## config.mk

```make
export PLATFORM = sky130hd
export DESIGN_NAME = button_debouncer_with_hold_timer_flat
export DESIGN_NICKNAME = d
export VERILOG_FILES = /design/src/rtl/bdh_pkg.sv /design/src/rtl/bdh_if.sv /design/src/rtl/bdh_lane.sv /design/src/rtl/bdh_merge.sv /design/src/rtl/button_debouncer_with_hold_timer.sv /design/src/flat_wrapper.sv
export SDC_FILE = /design/constraint.sdc
export NUM_CORES = 1
export LEC_CHECK = 0
export BUFFER_PORTS_ARGS = -buffer_cell sky130_fd_sc_hd__buf_2
export CORE_ASPECT_RATIO = 2
export CORE_MARGIN = 5
export CORE_UTILIZATION = 40
export DETAILED_ROUTE_END_ITERATION = 10
export PLACE_DENSITY = 0.63
export SLEW_MARGIN = 20
export SYNTH_ARGS = -nofsm -noshare
export SYNTH_HDL_FRONTEND = slang
export SYNTH_HIERARCHICAL = 1
export SYNTH_SLANG_ARGS = --single-unit
```

## constraint.sdc

```tcl
create_clock -name i_clk -period 6.7 [get_ports i_clk]
set_clock_uncertainty 0.05 [all_clocks]
set_input_delay 1.005 -clock i_clk [delete_from_list [all_inputs] [get_ports i_clk]]
set_output_delay 1.005 -clock i_clk [all_outputs]
set_load 0.01 [all_outputs]
```

## src/rtl/bdh_pkg.sv

```systemverilog
`default_nettype none

package bdh_pkg;

    localparam int BUTTON_COUNT = 9;
    localparam int COUNT_WIDTH  = 8;
    localparam int THR_WIDTH    = 8;
    localparam int TIME_WIDTH   = 32;
    localparam int QUERY_WIDTH  = 4;
    localparam int SHIFT_WIDTH  = 8;

    // Comparison width wide enough for both the counter and the threshold.
    localparam int CMP_WIDTH = (COUNT_WIDTH > THR_WIDTH) ? COUNT_WIDTH : THR_WIDTH;

    localparam logic [COUNT_WIDTH-1:0] COUNT_MAX      = '1;
    localparam logic [THR_WIDTH-1:0]   THRESHOLD_INIT = THR_WIDTH'(4);

    typedef logic [COUNT_WIDTH-1:0] t_count;
    typedef logic [TIME_WIDTH-1:0]  t_time;

    // Per-button state as it stands after the current poll.
    typedef struct packed {
        logic  stable;
        t_time press_time;
    } t_lane_out;

endpackage

`default_nettype wire

```

## src/rtl/bdh_if.sv

```systemverilog
`default_nettype none

interface bdh_in_if
    import bdh_pkg::*;
();
    logic                   valid;
    logic                   ready;
    logic [SHIFT_WIDTH-1:0] shift_bits;
    logic                   start_level;
    logic [TIME_WIDTH-1:0]  now_ms;
    logic [QUERY_WIDTH-1:0] query_index;

    modport source (output valid, shift_bits, start_level, now_ms, query_index,
                    input ready);
    modport sink (input valid, shift_bits, start_level, now_ms, query_index,
                  output ready);
endinterface

interface bdh_out_if
    import bdh_pkg::*;
();
    logic                    valid;
    logic                    ready;
    logic [BUTTON_COUNT-1:0] stable_buttons;
    logic [TIME_WIDTH-1:0]   hold_ms;

    modport source (output valid, stable_buttons, hold_ms, input ready);
    modport sink (input valid, stable_buttons, hold_ms, output ready);
endinterface

`default_nettype wire

```

## src/rtl/bdh_lane.sv

```systemverilog
`default_nettype none

module bdh_lane
    import bdh_pkg::*;
(
    input  wire logic                 i_clk,
    input  wire logic                 i_rst_n,
    input  wire logic                 i_en,
    input  wire logic                 i_raw_pressed,
    input  wire logic [THR_WIDTH-1:0] i_threshold,
    input  wire t_time                i_now,
    output t_lane_out                 o_next
);

    logic   r_cand, n_cand;
    logic   r_stable, n_stable;
    t_count r_count, n_count;
    t_time  r_press_time, n_press_time;

    always_comb begin
        n_cand       = r_cand;
        n_count      = r_count;
        n_stable     = r_stable;
        n_press_time = r_press_time;

        if (i_raw_pressed == r_cand) begin
            if (r_count != COUNT_MAX) begin
                n_count = r_count + COUNT_WIDTH'(1);
            end
        end else begin
            n_cand  = i_raw_pressed;
            n_count = '0;
        end

        if ((CMP_WIDTH'(n_count) >= CMP_WIDTH'(i_threshold)) && (n_cand != r_stable)) begin
            n_stable     = n_cand;
            n_press_time = n_cand ? i_now : '0;
        end
    end

    always_ff @(posedge i_clk) begin
        if (!i_rst_n) begin
            r_cand       <= 1'b0;
            r_stable     <= 1'b0;
            r_count      <= '0;
            r_press_time <= '0;
        end else if (i_en) begin
            r_cand       <= n_cand;
            r_stable     <= n_stable;
            r_count      <= n_count;
            r_press_time <= n_press_time;
        end
    end

    // The merge stage needs the state as it stands after this poll.
    assign o_next.stable     = n_stable;
    assign o_next.press_time = n_press_time;

endmodule

`default_nettype wire

```

## src/rtl/bdh_merge.sv

```systemverilog
`default_nettype none

module bdh_merge
    import bdh_pkg::*;
(
    input  wire logic                   i_clk,
    input  wire logic                   i_rst_n,
    input  wire logic                   i_load,
    input  wire t_lane_out              i_lanes [BUTTON_COUNT],
    input  wire t_time                  i_now,
    input  wire logic [QUERY_WIDTH-1:0] i_query,
    input  wire logic                   i_out_ready,
    output logic                        o_valid,
    output logic [BUTTON_COUNT-1:0]     o_stable,
    output t_time                       o_hold
);

    logic                    r_valid, n_valid;
    logic [BUTTON_COUNT-1:0] r_stable, n_stable;
    t_time                   r_hold, n_hold;
    logic                    sel_stable;
    t_time                   sel_press;

    always_comb begin
        sel_stable = 1'b0;
        sel_press  = '0;
        for (int i = 0; i < BUTTON_COUNT; i++) begin
            n_stable[i] = i_lanes[i].stable;
            if (i_query == QUERY_WIDTH'(i)) begin
                sel_stable = i_lanes[i].stable;
                sel_press  = i_lanes[i].press_time;
            end
        end
        // An index beyond the last button matches no lane and reports zero.
        n_hold  = sel_stable ? (i_now - sel_press) : '0;
        n_valid = i_load | (r_valid & ~i_out_ready);
    end

    always_ff @(posedge i_clk) begin
        if (!i_rst_n) begin
            r_valid <= 1'b0;
        end else begin
            r_valid <= n_valid;
        end
    end

    always_ff @(posedge i_clk) begin
        if (i_load) begin
            r_stable <= n_stable;
            r_hold   <= n_hold;
        end
    end

    assign o_valid  = r_valid;
    assign o_stable = r_stable;
    assign o_hold   = r_hold;

endmodule

`default_nettype wire

```

## src/rtl/button_debouncer_with_hold_timer.sv

```systemverilog
`default_nettype none

// Debouncer for nine active-low buttons with a hold timer for each one.
// i_poll carries one poll: the shift-register byte (bit 7 is button 0), the
// start pin level (button 8), the millisecond time and a query index.
// o_result carries the debounced pressed flags and the hold time of the
// queried button, zero when that button is released or the index is 9..15.
// i_cfg_we/i_cfg_data write the debounce threshold, in polls.
// Each button has a lane of its own; all nine update in parallel and a merge
// stage picks the queried lane and forms the hold time.
// A result is valid in the cycle after its poll transfer.
// Throughput is one poll per cycle while results are taken, set by the single output register.
// If the receiver stalls, the result is held and i_poll.ready stays low until
// it is taken; in the cycle it is taken a new poll may transfer.
// Reset clears all button state to released, empties the output register and
// sets the threshold to four.
module button_debouncer_with_hold_timer
    import bdh_pkg::*;
(
    input  wire logic                 i_clk,
    input  wire logic                 i_rst_n,
    bdh_in_if.sink                    i_poll,
    bdh_out_if.source                 o_result,
    input  wire logic                 i_cfg_we,
    input  wire logic [THR_WIDTH-1:0] i_cfg_data
);

    logic [THR_WIDTH-1:0]    r_threshold;
    logic                    accept;
    logic [BUTTON_COUNT-1:0] raw_pressed;
    t_lane_out               lanes [BUTTON_COUNT];

    always_ff @(posedge i_clk) begin
        if (!i_rst_n) begin
            r_threshold <= THRESHOLD_INIT;
        end else if (i_cfg_we) begin
            r_threshold <= i_cfg_data;
        end
    end

    assign i_poll.ready = ~o_result.valid | o_result.ready;
    assign accept       = i_poll.valid & i_poll.ready;

    always_comb begin
        for (int i = 0; i < SHIFT_WIDTH; i++) begin
            raw_pressed[i] = ~i_poll.shift_bits[SHIFT_WIDTH-1-i];
        end
        raw_pressed[BUTTON_COUNT-1] = ~i_poll.start_level;
    end

    for (genvar g = 0; g < BUTTON_COUNT; g++) begin : g_lane
        bdh_lane u_lane (
            .i_clk         (i_clk),
            .i_rst_n       (i_rst_n),
            .i_en          (accept),
            .i_raw_pressed (raw_pressed[g]),
            .i_threshold   (r_threshold),
            .i_now         (i_poll.now_ms),
            .o_next        (lanes[g])
        );
    end

    bdh_merge u_merge (
        .i_clk       (i_clk),
        .i_rst_n     (i_rst_n),
        .i_load      (accept),
        .i_lanes     (lanes),
        .i_now       (i_poll.now_ms),
        .i_query     (i_poll.query_index),
        .i_out_ready (o_result.ready),
        .o_valid     (o_result.valid),
        .o_stable    (o_result.stable_buttons),
        .o_hold      (o_result.hold_ms)
    );

    a_reset_empty: assert property (@(posedge i_clk) !i_rst_n |=> !o_result.valid)
        else $error("result valid straight after reset");

    a_accept_gives_result: assert property (@(posedge i_clk) disable iff (!i_rst_n)
        i_poll.valid && i_poll.ready |=> o_result.valid)
        else $error("poll transfer produced no result");

    a_stall_blocks_input: assert property (@(posedge i_clk) disable iff (!i_rst_n)
        o_result.valid && !o_result.ready |-> !i_poll.ready)
        else $error("poll accepted while a result is stalled");

endmodule

`default_nettype wire

```

## src/flat_wrapper.sv

```systemverilog
// flat-port wrapper written by rule: the top's interface ports become plain ports
module button_debouncer_with_hold_timer_flat import bdh_pkg::*;
  (i_clk, i_rst_n, i_cfg_we, i_cfg_data, i_poll_valid, i_poll_shift_bits, i_poll_start_level, i_poll_now_ms, i_poll_query_index, i_poll_ready, o_result_valid, o_result_stable_buttons, o_result_hold_ms, o_result_ready);
  bdh_in_if i_poll_i ();
  bdh_out_if o_result_i ();
  input  wire logic i_clk;
  input  wire logic i_rst_n;
  input  wire logic i_cfg_we;
  input  wire logic [THR_WIDTH-1:0] i_cfg_data;
  input wire logic [$bits(i_poll_i.valid)-1:0] i_poll_valid;
  input wire logic [$bits(i_poll_i.shift_bits)-1:0] i_poll_shift_bits;
  input wire logic [$bits(i_poll_i.start_level)-1:0] i_poll_start_level;
  input wire logic [$bits(i_poll_i.now_ms)-1:0] i_poll_now_ms;
  input wire logic [$bits(i_poll_i.query_index)-1:0] i_poll_query_index;
  output wire logic [$bits(i_poll_i.ready)-1:0] i_poll_ready;
  output wire logic [$bits(o_result_i.valid)-1:0] o_result_valid;
  output wire logic [$bits(o_result_i.stable_buttons)-1:0] o_result_stable_buttons;
  output wire logic [$bits(o_result_i.hold_ms)-1:0] o_result_hold_ms;
  input wire logic [$bits(o_result_i.ready)-1:0] o_result_ready;
  assign i_poll_i.valid = i_poll_valid;
  assign i_poll_i.shift_bits = i_poll_shift_bits;
  assign i_poll_i.start_level = i_poll_start_level;
  assign i_poll_i.now_ms = i_poll_now_ms;
  assign i_poll_i.query_index = i_poll_query_index;
  assign i_poll_ready = i_poll_i.ready;
  assign o_result_valid = o_result_i.valid;
  assign o_result_stable_buttons = o_result_i.stable_buttons;
  assign o_result_hold_ms = o_result_i.hold_ms;
  assign o_result_i.ready = o_result_ready;
  button_debouncer_with_hold_timer u_core (.i_clk(i_clk), .i_rst_n(i_rst_n), .i_poll(i_poll_i), .o_result(o_result_i), .i_cfg_we(i_cfg_we), .i_cfg_data(i_cfg_data));
endmodule
```

==> key figures <==
Layout
  – Most frequent cells in the layout: 576 x a22o_1, 386 x dfxtp_1, 272 x buf_4, 183 x nand2_1, 160 x nor2_1
  – Final #Nets: around 3.1k
  – Fillers: 5899
  – Share of cells above drive strength 1: 0.1949
  – P&R area growth vs syn: 18.17%
  – Most common cell after layout, fill and taps aside: a22o_1

Clocking
  – Clock-pin slew on the worst setup and hold paths: 0.06 ns
  – H-tree Lvls: 2
  – Root Buffer: clkbuf_16
  – Skew-Pair Late Insertion Delay: around 0.58 ns
  – CTS Buffer Depth: 3
  – TritonCTS buffer count: 43
  – Clock Sinks: between 400 and 500
  – CTS tree: built

Global routing
  – Initial antenna violation count: 10
  – Total track usage: 0.2308
  – Overflow after GRT: 0
  – Vias in the first global route: between 20k and 25k
  – Pin count of the biggest net entering global routing: 110
  – First-pass GRT wire length: 127900 um

Hold path
  – Hold Path Sink: u_core/g_lane[2].u_lane/r_press_time[23]
  – Min-delay src: u_core/g_lane[2].u_lane/r_press_time[23]
  – HP Class: flip-flop to flip-flop
  – Hold depth: 1

Floorplan
  – I/O pin total: a little over 100
  – FP Rows: between 100 and 150
  – Die H: approximately 360 um
  – Initial cell density of the core: 0.4039
  – Total die area: roughly 68000 um2
  – Chip Width: between 150 and 200 um
  – Core Region: 61980 um2

Logic synthesis
  – Synth unique cells: 68
  – Avg Cell Area, Syn: 9.387 um2
  – Post-synth top flop: dfxtp_1
  – Synth Instances: 2667
  – Post-synth ARST share: 0
  – Post-synth net total: ~2.9k
  – Area leader, netlist: dfxtp_1
  – Yosys warning count: 6
  – Post-synth EDFFs: slightly above 40
  – Synth Register Bits: 428
  – Post-synthesis instance area: around 25000 um2
  – Sequential share of the synthesized area: 0.3586
  – Share of the synthesized area in the top cell type: 0.3095
  – Area contributors post-synth: dfxtp_1 31%, a22o_1 20%, ha_1 6.5%

Worst setup path
  – CP Launch Point: u_core/g_lane[3].u_lane/r_count[0]
  – Critical path data required time: 6.98 ns
  – Worst R2R Setup Slack: around 0.29 ns
  – CP endpoint kind: flip-flop
  – Reg2reg end: u_core/u_merge/o_hold[27]
  – Worst r2r src: u_core/g_lane[3].u_lane/r_count[0]
  – Startpoint types: flip-flop
  – WP data arrival: between 6 and 7 ns
  – Worst setup path class: flip-flop to flip-flop
  – CP peak stage delay: 0.41 ns
  – R2R depth: 29
  – CP max stage cell: dfxtp_1
  – Max Fanout on Critical Path: 11

Place
  – Dpl ws: -0.3101 ns
  – Hpwl dp: between 60000 and 70000 um
  – Port Buffers: 100
  – Placer Congestion: between 0.9 and 1

Timing
  – Final min period: between 6 and 7 ns
  – Slew Viols, Final: 0
  – Fin. Hold Viols: 0
  – Fin Setup TNS: 0 ns
  – Worst setup margin: 0.2864 ns
  – Fmax: between 150 and 200 MHz
  – Hold Slack: 0.4315 ns
  – Rel. slew slack: 0.4089
  – Period utilization: 0.9573
  – Endpoints failing setup: 0
  – Worst-margin pin slew: approximately 0.89 ns

Power
  – Max IR drop VDD: ~0.16 mV
  – Pwr Density: roughly 210 nW/um2
  – Leakage dissipation: about 12 nW
  – Total power: around 6.3 mW

Drt
  – Drt via density: slightly above 6
  – Initial DRC Count: between 1.5k and 2k
  – DRC errors left: 0
  – Vias after detailed routing: around 23k
  – DRT Pass-1 Iters: 7
  – Routed length per instance: between 20 and 25 um
  – WL final: 82530 um
  – Remaining antenna violation count: 0

Run status
  – Status: completed

Flow run
  – Max-cap violations: 0
-- repair_timing --
action                     4_1_cts  5_1_grt
hold buffers                     0        0
setup buffers                    0        2
setup endpoints to repair        0       17
resized for setup                0       31
-- area by class of cell --
type                            count  area, um2  share of cell area
Sequential cell                   428       8980              0.3035
Clock buffer                       57       1220             0.04123
Multi-Input combinational cell   1899      14700              0.4968
Tap cell                          786      983.4             0.03324
Timing Repair Buffer              387       2843             0.09609
Clock inverter                     22      311.5             0.01053
Antenna cell                        6      15.01           0.0005075
Inverter                          142      533.0             0.01802
-- through the flow --
stage,area (um2),cells,utilization
detailed placement,27930,3640,0.4507
global route,29570,3722,0.4771
global placement,27930,3640,0.4507
floorplan,25040,2667,-
CTS,29470,3719,0.4754
finish,29580,3727,0.4773
-- routing by layer --
metal	GRT usage	vias to the layer above	wire length, um
met3	0.03411	303	4170
met5	0	-	34
met1	0.2294	11170	29350
li1	-	10700	-
met2	0.4450	826	43180
met4	0.1464	6	5791
-- logic make-up after synthesis --
logic type	share of synthesized area
and+or+nand+nor	0.1212
adders and majority gates	0.06577
DFF	0.3586
xor gates and xnor gates	0.01539
buffers and inverters	0.06407
muxes	0.04128
AOI/OAI and AO/OA	0.3336
-- worst max-delay path, delay by kind of cell, from the launching register on --
kind            cells  cell delay (ns)
simple gates       10             1.60
buf+inv             4             0.68
flops               1             0.41
fa+ha+maj           3             0.73
compound gates     10             2.35
xor+xnor            2             0.30
-- state kept, by name (all words and copies together), names as in the netlist --
signal	flops
u_core/u_merge/o_stable	9
u_core/g_lane.u_lane/r_press_time	288
u_core/r_threshold	8
u_core/u_merge/o_hold	32
u_core/g_lane.u_lane/r_count	72
u_core/g_lane.u_lane/r_stable	9
u_core/u_merge/o_valid	1
u_core/g_lane.u_lane/r_cand	9
-- report_power, final --
group	internal (mW)	switching, mW	leakage (nW)
Clock	1.56	1.10	0.755
Sequential	2.64	0.0481	3.54
Combinational	0.377	0.582	7.94
Total	4.58	1.73	12.2
-- cell usage after synthesis, drive strengths merged (4+ instances only) --
library cell and n:
a2111oi 10, a211o 10, a211oi 20, a21o 17
a21oi 122, a221oi 17, a222oi 32, a22o 576
a22oi 16, a311oi 9, a31oi 28, a41oi 11
and2 14, and3 45, and4 10, buf 106
clkbuf 92, dfxtp 387, edfxtp 41, ha 130
inv 142, mux2i 59, mux4 19, nand2 183
nand2b 17, nand3 27, nand4 32, nor2 163
nor2b 19, nor3 33, nor4 10, o21a 4
o21ai 132, o21ba 9, o21bai 11, o31ai 10
or2 11, or3 30, xnor2 33, xor2 11
-- worst max-delay path by stage --
stage                                      endpoint
after global placement    u_core/u_merge/o_hold[28]
after detailed placement  u_core/u_merge/o_hold[28]
after global routing      u_core/u_merge/o_hold[28]
after CTS                 u_core/u_merge/o_hold[28]
after floorplan           u_core/u_merge/o_hold[31]
final                     u_core/u_merge/o_hold[27]
Note: power is estimated with default switching activity, not from simulation.
